--- src/rtl/nsc_pkg.sv ---
`default_nettype none

package nsc_pkg;

  // Line store capacity; a byte arriving at a full store starts a new line
  localparam int unsigned LINE_MAX = 128;
  localparam int unsigned HDR_LEN  = 6;

  localparam logic [7:0] CHAR_CR = 8'h0D;
  localparam logic [7:0] CHAR_LF = 8'h0A;

  // Header strings, first character at index 0
  localparam logic [0:HDR_LEN-1][7:0] HDR_GGA = "$GPGGA";
  localparam logic [0:HDR_LEN-1][7:0] HDR_RMC = "$GPRMC";
  localparam logic [0:HDR_LEN-1][7:0] HDR_GSA = "$GPGSA";

  typedef enum logic [1:0] {
    KIND_OTHER = 2'd0,
    KIND_GGA   = 2'd1,
    KIND_RMC   = 2'd2,
    KIND_GSA   = 2'd3
  } kind_t;

  // Per-line state: delay line (index 0 newest), XOR, count, header
  typedef struct packed {
    logic [2:0][7:0]           tail;
    logic [7:0]                sum;
    logic [7:0]                count;
    logic [0:HDR_LEN-1][7:0]   hdr;
  } line_t;

  // One result request
  typedef struct packed {
    kind_t      kind;
    logic       ok;
    logic [7:0] sum;
    logic [7:0] length;
  } res_t;

  // Append one content byte to the line
  function automatic line_t push_byte(line_t s, logic [7:0] b);
    line_t r;
    r = s;
    if (r.count >= 8'(LINE_MAX)) begin
      r = '0;
    end
    if (r.count < 8'(HDR_LEN)) begin
      r.hdr[r.count[2:0]] = b;
    end
    // byte leaving the delay line has index count-3; XOR it from index 1 on
    if (r.count >= 8'd4) begin
      r.sum = r.sum ^ r.tail[2];
    end
    r.tail  = {r.tail[1], r.tail[0], b};
    r.count = r.count + 8'd1;
    return r;
  endfunction

  // Uppercase ASCII hex digit
  function automatic logic [7:0] hex_digit(logic [3:0] n);
    logic [7:0] r;
    if (n < 4'd10) begin
      r = 8'h30 + {4'd0, n};
    end else begin
      r = 8'h41 + {4'd0, n} - 8'd10;
    end
    return r;
  endfunction

  function automatic kind_t classify(logic [0:HDR_LEN-1][7:0] h);
    kind_t k;
    if (h == HDR_GGA) begin
      k = KIND_GGA;
    end else if (h == HDR_RMC) begin
      k = KIND_RMC;
    end else if (h == HDR_GSA) begin
      k = KIND_GSA;
    end else begin
      k = KIND_OTHER;
    end
    return k;
  endfunction

endpackage

`default_nettype wire

--- src/rtl/nsc_line_core.sv ---
`default_nettype none

module nsc_line_core
  import nsc_pkg::*;
(
  input  wire logic       clk,
  input  wire logic       rst,
  input  wire logic       go,
  input  wire logic [7:0] byte_in,
  output logic            res_valid,
  output res_t            res
);

  line_t line;
  line_t line_next;
  line_t mid;
  logic  saw_cr;
  logic  saw_cr_next;

  // Line end detect, CR replay and byte append
  always_comb begin
    mid         = line;
    line_next   = line;
    saw_cr_next = saw_cr;
    res_valid   = 1'b0;
    res.kind    = classify(line.hdr);
    res.sum     = line.sum;
    res.length  = line.count;
    res.ok      = (line.count >= 8'd4) &&
                  (line.tail[1] == hex_digit(line.sum[7:4])) &&
                  (line.tail[0] == hex_digit(line.sum[3:0]));
    if (saw_cr && byte_in == CHAR_LF) begin
      res_valid   = 1'b1;
      line_next   = '0;
      saw_cr_next = 1'b0;
    end else begin
      // a pending CR without LF is content
      if (saw_cr) begin
        mid = push_byte(line, CHAR_CR);
      end
      if (byte_in == CHAR_CR) begin
        line_next   = mid;
        saw_cr_next = 1'b1;
      end else begin
        line_next   = push_byte(mid, byte_in);
        saw_cr_next = 1'b0;
      end
    end
  end

  always_ff @(posedge clk) begin
    if (rst) begin
      line   <= '0;
      saw_cr <= 1'b0;
    end else if (go) begin
      line   <= line_next;
      saw_cr <= saw_cr_next;
    end
  end

endmodule

`default_nettype wire

--- config.mk ---
export PLATFORM = sky130hd
export DESIGN_NAME = nsc_line_core
export DESIGN_NICKNAME = d
export VERILOG_FILES = /design/src/rtl/nsc_pkg.sv /design/src/rtl/nsc_line_core.sv
export SDC_FILE = /design/constraint.sdc
export NUM_CORES = 1
export LEC_CHECK = 0
export BUFFER_PORTS_ARGS = -buffer_cell sky130_fd_sc_hd__buf_4
export CAP_MARGIN = 20
export CORE_MARGIN = 8
export CORE_UTILIZATION = 58
export CTS_BUF_LIST = sky130_fd_sc_hd__clkbuf_2
export CTS_CLUSTER_DIAMETER = 120
export CTS_CLUSTER_SIZE = 8
export DETAILED_ROUTE_END_ITERATION = 7
export PLACE_DENSITY_LB_ADDON = 0.2
export SLEW_MARGIN = 15
export SYNTH_ARGS = -nofsm -noshare
export SYNTH_HDL_FRONTEND = slang
export SYNTH_SLANG_ARGS = --single-unit
--- constraint.sdc ---
create_clock -name clk -period 3.35 [get_ports clk]
set_input_delay 0.5025 -clock clk [delete_from_list [all_inputs] [get_ports clk]]
set_output_delay 0.5025 -clock clk [all_outputs]
set_load 0.05 [all_outputs]
# Word-level counts from Yosys, hierarchy flattened
# Cells that the tools add are included.
word_totals:
  reg_bits: 89
  inputBits: 11
  out_inout_bits: 20
  wordCells: 79
op_classes:
  n_addsub: 8
  magnitude_cmp: 13
  eq_ne: 7
  n_mux: 27
  n_bitwise: 7
  n_reduce_logical: 5
ops:
  columns: ["cell", "n"]
  rows:
  - ["two-way mux 88 bit", 10]
  - ["equality test 48 x 46 -> 1 bit, second input constant", 3]
  - ["two-way mux 48 bit", 2]
  - ["bitwise mux 48 bit", 1]
  - ["demux 8 bit (select 3 bit)", 2]
  - ["two-way mux 8 bit", 6]
  - ["bitwise AND 30 bit", 1]
  - ["inverter 30 bit", 1]
  - [">= comparator 8 x 3 -> 1 bit, second input constant", 3]
  - ["bitwise OR 18 bit", 1]
  - ["adder 7 x 4 -> 8 bit, first input constant", 2]
  - ["adder 8 x 1 -> 8 bit, second input constant", 2]
  - ["equality test 8 x 4 -> 1 bit, second input constant", 2]
  - ["equality test 8 bit", 2]
  - [">= comparator 8 bit, second input constant", 2]
  - ["less-than comparator 8 x 3 -> 1 bit, second input constant", 2]
  - ["subtractor 8 x 4 -> 8 bit, second input constant", 2]
  - ["bitwise XOR 8 bit", 2]
  - ["adder 6 x 4 -> 7 bit, first input constant", 2]
  - [">= comparator 4 bit, second input constant", 2]
  - ["less-than comparator 4 x 1 -> 1 bit, second input constant", 2]
  - ["less-than comparator 4 bit, second input constant", 2]
  - ["inverter 3 -> 4 bit", 2]
  - ["two-way mux 2 bit", 3]
  - ["other kinds (2)", 8]

# Longest topological paths before layout
# Gate-level depths: netlist (run 1).
logic_depth:
  depth_word: 27
  depth_mapped: 15
  depth_no_buf: 10

# Least setup slack after synthesis (run 1)
# No wires, ideal clock.
synth_path:
  path_kind: "flip-flop to flip-flop"
  from: "register line (netlist bit res[7])"
  to: "register line[31] in the netlist's numbering"
  setup_time_ns: 0.119
  t_arrival_ns: 3.377
  required_time_ns: 3.231
  slack_ns: -0.147
  path_stages_with_launch: 16
  path_buffers: 6
  period_less_slack_ns: 3.497
  path_cell_list: "dfxtp_1 -> buf_4 -> clkbuf_1 -> clkbuf_1 -> nor2b_1 -> ha_1 -> buf_2 -> nand3_1 -> nor3_1 -> a221o_1 -> or4_1 -> buf_2 -> or3b_1 -> buf_2 -> a31o_4 -> o2bb2ai_1"
synth_between:
  elab_chain_cells: 21
  word_cells_on_any_way: 32
  classes_between: "1 x add/sub; 8 x order compare; 17 x mux; 4 x bitwise; 2 x reduce/logical"
synth_lines:
  columns: ["item", "line", "source"]
  rows:
  - ["from (decl)", "nsc_line_core.sv:14", "line_t line;"]
  - ["from (signal assigned)", "nsc_line_core.sv:56", "line <= line_next;"]
  - [">= comparator 8 bit", "nsc_pkg.sv:44", "if (r.count >= 8'(LINE_MAX)) begin"]
  - ["two-way mux 88 bit", "nsc_pkg.sv:44", null]
  - ["two-way mux 88 bit", "nsc_line_core.sv:38", "if (saw_cr) begin"]
  - ["two-way mux 88 bit", "nsc_line_core.sv:32", "if (saw_cr && byte_in == CHAR_LF) begin"]
  - ["inverter 3 -> 4 bit (implied by the code)", "nsc_pkg.sv:48", "r.hdr[r.count[2:0]] = b;"]
  - [">= comparator 4 bit (implied by the code) / less-than comparator 4 x 1 -> 1 bit (equally long branches)", "nsc_pkg.sv:48", null]
  - ["logical AND 1 bit (implied by the code)", "nsc_pkg.sv:48", null]
  - ["two-way mux 8 bit (implied by the code)", "nsc_pkg.sv:48", null]
  - ["demux 8 bit (select 3 bit)", "nsc_pkg.sv:48", null]
  - ["inverter 30 bit (no line)", null, null]
  - ["bitwise AND 30 bit (no line)", null, null]
  - ["two-way mux 48 bit", "nsc_pkg.sv:47", "if (r.count < 8'(HDR_LEN)) begin"]
  - ["two-way mux 88 bit (*)", "nsc_line_core.sv:38", null]
  - ["two-way mux 88 bit (*)", "nsc_line_core.sv:32", null]
  - ["parallel branches: the longest is 5 deep, another holds >= comparator 8 bit", null, null]
  - ["two-way mux 88 bit (*)", "nsc_line_core.sv:41", "if (byte_in == CHAR_CR) begin"]
  - ["two-way mux 88 bit (*)", "nsc_line_core.sv:32", null]
# Every way passes the cells marked *. The select of a mux whose other input is x is not followed.
# A chain may end at the register's enable or synchronous reset.

# Worst setup path in the final report (run 1)
layout_path:
  from: "register line (netlist bit res[7])"
  to: "register line[28] in the netlist's numbering"
# Same word-level chain as after synthesis.

==> metrics.csv, run 1 <==
metric,value,unit
GR Overflow Total,0,
core area,0.00924,mm^2
Fin Setup TNS,0,ns
antenna violations before repair,0,
WHS Path Cells,2,
Initial DRC Count,745,
CP max FO,15,
cell with the most instances after synthesis,dfxtp_1,
synth-to-layout area growth,8.60,%
# rows,35,
Synth top cells by count,"dfxtp_1 (89), nor2_1 (70), o21ai_0 (70)",
"Core Util, Final",65.0,%
number of global-route vias before repair,5259,
critical path arrival,3.60,ns
vias per cell,6.70,
slowest CP cell,or4_1,
Pwr Density,344,mW/mm^2
WL/cell,20.3,um
CTS tree,built,
vias,5721,
die width,114,um
CP Launch Type,flip-flop,
ranking of synthesized cells by area,"dfxtp_1 (32%), o21ai_0 (6.3%), nor2_1 (4.8%)",
unrepaired setup endpoints after global routing,false,
DRC viols,0,
Leakage Power,0.00206,uW
max incr delay on CP,0.83,ns
die area,0.0129,mm^2
final setup vio count,0,
Main synth FF type,dfxtp_1,
first-pass GRT wire length,27900,um
post-synthesis register bit count,89,
largest net degree at the start of global routing,41,
Total GRT Usage,26.9,%
ANT nets after route,0,
Total Power,2070,uW
share of the synthesized area in the top cell type,32.2,%
Max Cap Viol,0,
count of different cell masters after synthesis,71,
sequential share of the synthesized area,32.2,%
root buffer cell,clkbuf_2,
slew of the pin with the lowest slew margin,0.794,ns
Die Ht,114,um
Max transition margin,47.0,%
Crit Path Class,reg -> reg,
Antenna Cells,0,
Period minus WS final,3.14,ns
DP Wirelength,12800,um
Sink Count,89,
Inst Count DP,839,
largest area contributor in the netlist,dfxtp_1,
nets@finish,736,
outcome,completed,
Post-CTS Setup Bufs,0,
fmax,319,MHz
total CTS buffers,9,
I/O Pins,31,
Max Root-Sink Buffers,2,
Async SR Flop Fraction,0,%
crit-path cells,buf_4 > nor2b_1 > ha_1 > nand3_1 > nor3_1 > a221o_1 > or4_1 > or3b_1 > a31o_4 > o2bb2ai_1,
later-pin clock latency in the skew report,0.57,ns
DRT Pass-1 Iters,5,
Max Slew Vio Count,0,
Max IR drop VDD,219,uV
# port buffers,30,
Filler cells,827,
DRT Wirelength,17400,um
Worst-path clk slew,0.26,ns
starting density of the core,59.9,%
CP required,3.81,ns
final hold violations,0,
Final period util,93.7,%
Reg2Reg Depth,10,
Synth Warn #,0,
H-tree Lvls,3,
Max Clock Skew,0.0317,ns
cells after synthesis,714,
number of synthesized flops with an enable pin,0,
Hold Crit Class,in -> reg,
Syn Area/Cell,7.75,um^2
layout cells sized above 1,13.8,%
net count after synthesis,729,
routability cong.,0.969,
final cell count without fillers,854,
synthesized cell area,0.00553,mm^2
Setup crit end kind,flip-flop,
==> layout by cell type (no fill, tap or decap), types with 14 or more instances in the layout <==
cell type	instances
o21ai_0	70
dfxtp_1	86
a22oi_1	30
nor3_1	18
nor2b_1	14
nand2_1	51
nand3_1	27
inv_1	22
mux2i_1	16
o2bb2ai_1	23
buf_4	67
nor2_1	70
a21oi_1	38
==> cell type report <==
class	instances	area (um^2)	area share, %
Tap cell	129	161	2.69
Clock buffer	9	45.0	0.750
Inverter	23	86.3	1.44
Timing Repair Buffer	67	503	8.37
Sequential cell	89	1790	29.7
Multi-Input combinational cell	531	3330	55.4
Clock inverter	6	97.6	1.62
==> metrics by stage <==
stage	hold WS [ns]	area, um^2	setup WS (ns)
finish	0.183	6010	0.211
global route	0.109	6010	0.0152
CTS	0.137	6000	0.149
detailed placement	0.439	5850	0.242
global placement	0.438	5850	0.297
floorplan	0.424	5530	0.0317
==> where the power goes <==
| part | switching [uW] | leakage [uW] | internal (uW) |
|---|---|---|---|
| Combinational | 186 | 0.00125 | 103 |
| Clock | 401 | 0.0000853 | 257 |
| Sequential | 28.2 | 0.000723 | 1090 |
| Total | 616 | 0.00206 | 1450 |
==> sequential cells by signal, summed over array words and instances (netlist names) <==
name	cells
line	72
res	16
saw_cr	1
==> repair_timing <==
| action | CTS | global route |
|---|---|---|
| resized for setup | 0 | 4 |
| hold buffers | 0 | 0 |
| endpoints found under the setup margin | 0 | 1 |
==> metal layers <==
metal	vias to the layer above	global-route usage (%)	wire length, um
met5	-	0	0
li1	2648	-	-
met2	325	41.3	7640
met1	2714	35.9	7470
met3	34	6.97	1910
met4	0	8.44	361
==> path summary, 6_finish.rpt <==
check,start,end,slack [ns]
worst max-delay path,res[7]$_SDFFE_PP0P_,line[28]$_SDFFE_PP0P_,0.21
worst min register to register,line[38]$_SDFFE_PP0P_,line[38]$_SDFFE_PP0P_,0.49
worst min-delay path,byte_in[7],line[47]$_SDFFE_PP0P_,0.18
worst max register to register,res[7]$_SDFFE_PP0P_,line[28]$_SDFFE_PP0P_,0.21
==> critical path: cells and delay by family, from the launching register on <==
| kind | cells | cell delay [ns] |
|---|---|---|
| adder cells (fa/ha/maj) | 1 | 0.19 |
| AND/OR/NAND/NOR | 5 | 1.55 |
| flip-flops | 1 | 0.40 |
| buffers and inverters | 1 | 0.18 |
| AO/OA/AOI/OAI | 3 | 0.74 |
==> cell families (layout without fill, tap and decap cells) <==
group                    Yosys count  count (layout)  share of synthesized area (%)
AND/OR/NAND/NOR                  247             247                           23.2
AO/OA/AOI/OAI                    240             240                           29.2
buffers and inverters             94             105                           7.74
flip-flops                        89              89                           32.2
XOR/XNOR                          22              22                           3.48
multiplexers                      18              18                           3.30
adder cells (fa/ha/maj)            4               4                          0.905
Power figures use the tool's default switching activity.
==> run 2, diff against run 1 <==
--- a/config.mk
+++ b/config.mk
@@ -8,12 +8,13 @@
 export BUFFER_PORTS_ARGS = -buffer_cell sky130_fd_sc_hd__buf_4
 export CAP_MARGIN = 20
 export CORE_MARGIN = 8
-export CORE_UTILIZATION = 58
+export CORE_UTILIZATION = 45
 export CTS_BUF_LIST = sky130_fd_sc_hd__clkbuf_2
 export CTS_CLUSTER_DIAMETER = 120
 export CTS_CLUSTER_SIZE = 8
 export DETAILED_ROUTE_END_ITERATION = 7
 export PLACE_DENSITY_LB_ADDON = 0.2
+export RECOVER_POWER = 25
 export SLEW_MARGIN = 15
 export SYNTH_ARGS = -nofsm -noshare
 export SYNTH_HDL_FRONTEND = slang
==> run 2 against run 1 <==
Effect of this change: wire length rose by 3.7%; count of clock-buffer cells in the layout rose by 1; via count grew 0.68%; fmax down 0.94%; clock skew down 0.00053 ns; critical endpoint is now res[16].
==> metrics.csv, run 2 (synthesized netlist as in run 1, its figures left out) <==
metric,value,unit
Largest register FFs,72,
layout cells sized above 1,12.2,%
Post-CTS Setup Bufs,0,
"commonest non-fill, non-tap cell in the layout",dfxtp_1,
nets@finish,737,
vias per cell,6.59,
R2R Path End,line[28]$_SDFFE_PP0P_,
Leakage Power,0.00199,uW
vias,5760,
final cell count without fillers,874,
ANT nets after route,0,
H-tree Lvls,3,
WHS Path Cells,2,
root buffer cell,clkbuf_2,
# port buffers,30,
Max Root-Sink Buffers,2,
"Core Util, Final",49.7,%
first-pass GRT wire length,28900,um
critical path arrival,2.67,ns
die width,127,um
Sink Count,89,
I/O Pins,31,
routability cong.,0.917,
final setup vio count,0,
Initial DRC Count,780,
Max Slew Vio Count,0,
hold path endpoint,line[45]$_SDFFE_PP0P_,
GR Overflow Total,0,
die area,0.0161,mm^2
WL/cell,20.6,um
Reg-to-Reg Start,res[7]$_SDFFE_PP0P_,
CP max FO,11,
core area,0.0120,mm^2
later-pin clock latency in the skew report,0.61,ns
Filler cells,1201,
DRT Wirelength,18000,um
CTS tree,built,
Hold Crit Class,in -> reg,
DRC viols,0,
Worst-path clk slew,0.26,ns
flop2flop setup slack,0.35,ns
antenna violations before repair,0,
Max Clock Skew,0.0312,ns
most frequent cells in the layout,"dfxtp_1 (85), o21ai_0 (71), nor2_1 (70)",
Max transition margin,46.8,%
starting density of the core,46.1,%
total CTS buffers,9,
CTS-repair resized insts,0,
DRT Pass-1 Iters,6,
final hold violations,0,
Crit Path Class,reg -> out,
Reg2Reg Depth,11,
crit path from,res[3]$_SDFFE_PP0P_,
Die Ht,127,um
outcome,completed,
number of global-route vias before repair,5259,
Fin Setup TNS,0,ns
Pwr Density,332,mW/mm^2
Total GRT Usage,22.4,%
largest net degree at the start of global routing,32,
min-delay src,byte_in[5],
DP Wirelength,12800,um
Inst Count DP,858,
unrepaired setup endpoints after global routing,false,
CP required,2.85,ns
Setup crit end kind,primary output,
synth-to-layout area growth,7.96,%
Top reg by flops,line,
Max Cap Viol,0,
Antenna Cells,0,
Period minus WS final,3.17,ns
# rows,40,
Max IR drop VDD,252,uV
CP Launch Type,flip-flop,
slew of the pin with the lowest slew margin,0.798,ns
Worst Hold Slack,0.179,ns
CTS hold repair buffers,0,
fmax,316,MHz
Final period util,94.6,%
## run 2: cell types whose count changed in the layout (fill, tap and decap cells not counted), moves of 2 or more
cell        before  now
buf_4           67   54
clkbuf_1         0   14
clkinvlp_4       0    2
inv_6            3    1
## run 2: worst max-delay path, stage by stage (launching register included)
cell and delay [ns]:
dfxtp_1 0.64, nor4_4 0.11, nand2b_1 0.31, buf_4 0.26, o21ai_0 0.10, nor4_1 0.17
nand4_1 0.14, nor2_1 0.13, buf_4 0.20
## run 2: area by class of cell
class	instances	area (um^2)	area share (%)
clock buffer	10	50.0	0.838
inverter	23	86.3	1.45
timing repair buffer	68	458	7.67
sequential	89	1790	29.9
clock inverter	6	66.3	1.11
tap	147	184	3.08
multi-input combinational	531	3340	55.9
## run 2: how the worst max path moves through the flow
stage / endpoint / slack (ns) / cells after the start
after floorplan: line[31]$_SDFFE_PP0P_ / 0.03 / 15
after global placement: line[28]$_SDFFE_PP0P_ / 0.28 / 9
after detailed placement: line[29]$_SDFFE_PP0P_ / 0.21 / 9
after CTS: res[16] / 0.0004 / 8
after global routing: res[16] / 0.02 / 10
final: res[16] / 0.18 / 8
## run 2: per-layer routing
metal,part of all wire (%),wire length (um),GRT usage [%]
met4,3.2,578,8.68
met5,0,0,0
met1,44,7940,30.4
met2,43,7820,33.5
met3,9.3,1680,5.03
## run 2: where the power goes
part,internal [uW],leakage (uW),total (uW),switching [uW]
registers,1090,0.000724,1120,28.1
logic,102,0.00120,290,188
clock network,177,0.0000662,576,400
total,1370,0.00199,1980,616
## run 2: stage by stage
| step | cell area, um^2 | power [uW] | setup slack, ns |
|---|---|---|---|
| 2_1_floorplan | 5530 | 1320 | 0.0317 |
| 3_3_place_gp | 5880 | 1420 | 0.277 |
| 3_5_place_dp | 5880 | 1420 | 0.214 |
| 4_1_cts | 6000 | 1990 | 0.000425 |
| 5_1_grt | 5970 | 2070 | 0.0234 |
| 6_report | 5970 | 1980 | 0.181 |
==> run 3, diff against run 2 <==
--- a/config.mk
+++ b/config.mk
@@ -7,15 +7,19 @@
 export LEC_CHECK = 0
 export BUFFER_PORTS_ARGS = -buffer_cell sky130_fd_sc_hd__buf_4
 export CAP_MARGIN = 20
+export CELL_PAD_IN_SITES_DETAIL_PLACEMENT = 1
+export CELL_PAD_IN_SITES_GLOBAL_PLACEMENT = 2
 export CORE_MARGIN = 8
-export CORE_UTILIZATION = 45
+export CORE_UTILIZATION = 34
 export CTS_BUF_LIST = sky130_fd_sc_hd__clkbuf_2
 export CTS_CLUSTER_DIAMETER = 120
 export CTS_CLUSTER_SIZE = 8
 export DETAILED_ROUTE_END_ITERATION = 7
 export PLACE_DENSITY_LB_ADDON = 0.2
 export RECOVER_POWER = 25
+export SETUP_SLACK_MARGIN = 0.4
 export SLEW_MARGIN = 15
 export SYNTH_ARGS = -nofsm -noshare
 export SYNTH_HDL_FRONTEND = slang
 export SYNTH_SLANG_ARGS = --single-unit
+export TNS_END_PERCENT = 20
==> run 3 against run 2 <==
Effect of this change: register-to-register slack worse by 0.02 ns; total power shrank 2.6%; clock power fell by 12%; utilization fell by 10 points; cell count up 8.9%; clock skew increased by 0.0013 ns; largest power group unchanged; sequential share of layout area is 1.5 points lower; cell area rose by 5.4%.
==> metrics.csv, run 3 (synthesized netlist as in run 1, its figures left out) <==
metric,value,unit
# rows,46,
Max Root-Sink Buffers,2,
slew of the pin with the lowest slew margin,0.962,ns
Max Cap Viol,0,
layout cells sized above 1,17.3,%
CP required,3.91,ns
R2R Path End,line[45]$_SDFFE_PP0P_,
Pwr Density,307,mW/mm^2
total CTS buffers,9,
flop2flop setup slack,0.33,ns
Fin Setup TNS,0,ns
DRC viols,0,
H-tree Lvls,3,
fmax,331,MHz
Max IR drop VDD,174,uV
core area,0.0159,mm^2
I/O Pins,31,
synth-to-layout area growth,13.8,%
CP max FO,10,
Post-Place Worst Slack,0.248,ns
antenna violations before repair,1,
die area,0.0206,mm^2
area of the multi-input gates,0.00348,mm^2
number of global-route vias before repair,5811,
Leakage Power,0.00208,uW
first-pass GRT wire length,33500,um
storage element area,0.00179,mm^2
most frequent cells in the layout,"dfxtp_1 (85), buf_4 (69), o21ai_0 (67)",
unrepaired setup endpoints after global routing,true,
critical path arrival,3.58,ns
setup ws final,0.327,ns
Final period util,90.2,%
min-delay src,byte_in[3],
die width,144,um
Hold Crit Class,in -> reg,
Setup crit end kind,flip-flop,
ANT nets after route,0,
vias,5689,
final setup vio count,0,
Max Slew Vio Count,0,
Die Ht,144,um
WL/cell,22.5,um
Worst-path clk slew,0.28,ns
Reg2Reg Depth,11,
Top reg by flops,line,
nets@finish,746,
DRT Wirelength,21400,um
outcome,completed,
Filler cells,1943,
root buffer cell,clkbuf_2,
"commonest non-fill, non-tap cell in the layout",dfxtp_1,
Max Clock Skew,0.0325,ns
CP Launch Type,flip-flop,
hold path endpoint,line[35]$_SDFFE_PP0P_,
DRT Pass-1 Iters,5,
CTS tree,built,
Initial DRC Count,384,
CTS hold repair buffers,0,
Sink Count,89,
routability cong.,0.872,
starting density of the core,34.8,%
WHS Path Cells,3,
largest net degree at the start of global routing,49,
final hold violations,0,
Crit Path Class,reg -> reg,
GR Overflow Total,0,
vias per cell,5.98,
Total Power,1930,uW
"Core Util, Final",39.6,%
DP Wirelength,15500,um
Reg-to-Reg Start,res[7]$_SDFFE_PP0P_,
Max transition margin,35.8,%
Period minus WS final,3.02,ns
Largest register FFs,72,
Total GRT Usage,21.1,%
# port buffers,30,
later-pin clock latency in the skew report,0.63,ns
==> run 3: cell count changes in the layout (fill, tap and decap cells not counted), moves of 3 or more <==
cell,change
buf_4,+15
buf_6,+3
clkbuf_1,-9
ha_1,-3
ha_4,+3
nor2_1,-4
nor2_2,+3
nor4_2,+3
o21ai_0,-4
o21ai_1,+3
==> run 3: cell type report <==
class	count	share of cell area (%)
clock inverter	6	0.656
antenna	1	0.0398
inverter	23	1.45
sequential	89	28.4
clock buffer	9	0.716
tap	216	4.30
multi-input combinational	531	55.3
timing repair buffer	77	9.07
==> run 3: worst max path at each step <==
| stage | slack [ns] | start | endpoint |
|---|---|---|---|
| 5_1_grt | 0.21 | res[7]$_SDFFE_PP0P_ | line[29]$_SDFFE_PP0P_ |
| 3_5_place_dp | 0.25 | byte_in[7] | line[45]$_SDFFE_PP0P_ |
| 6_report | 0.33 | res[7]$_SDFFE_PP0P_ | line[45]$_SDFFE_PP0P_ |
| 2_1_floorplan | 0.19 | res[7]$_SDFFE_PP0P_ | line[31]$_SDFFE_PP0P_ |
| 4_1_cts | 0.32 | res[8]$_SDFFE_PP0P_ | res[16] |
| 3_3_place_gp | 0.32 | res[7]$_SDFFE_PP0P_ | line[40]$_SDFFE_PP0P_ |
==> run 3: worst max-delay path, cell delays in order (launching register included) <==
cell	delay, ns
dfxtp_1	0.59
nand2b_1	0.17
inv_1	0.07
ha_4	0.19
nand3_2	0.09
nor3_1	0.05
a221o_1	0.37
or4_4	0.56
buf_4	0.20
o31ai_4	0.33
buf_4	0.20
a32o_1	0.16
==> run 3: per-layer routing <==
layer / share of wire [%] / global-route usage (%) / up-vias / wire, um
met5: 0 / 0 / - / 0
met4: 2.4 / 8.69 / 0 / 516
met3: 4.8 / 3.12 / 32 / 1030
met2: 45 / 32.9 / 144 / 9600
met1: 48 / 28.6 / 2844 / 10200
li1: - / - / 2669 / -
==> run 3: through the flow <==
step	area, um^2	hold WS, ns	std cells
after CTS	6210	0.104	948
after detailed placement	5980	0.443	926
after global routing	6290	0.125	952
after floorplan	5590	0.424	714
after global placement	5980	0.443	926
final	6290	0.151	952
==> run 3: report_power, final <==
group	internal, uW	switching [uW]	total (uW)
logic	105	200	305
registers	1090	31.0	1120
clock network	94.8	411	506
total	1290	643	1930
==> run 3: what timing repair did <==
| item | CTS | global route |
|---|---|---|
| pin swaps | 6 | 10 |
| gates resized for setup | 31 | 27 |
| endpoints found under the setup margin | 20 | 29 |
| endpoints found under the hold margin | 0 | 0 |
| setup buffers | 7 | 3 |
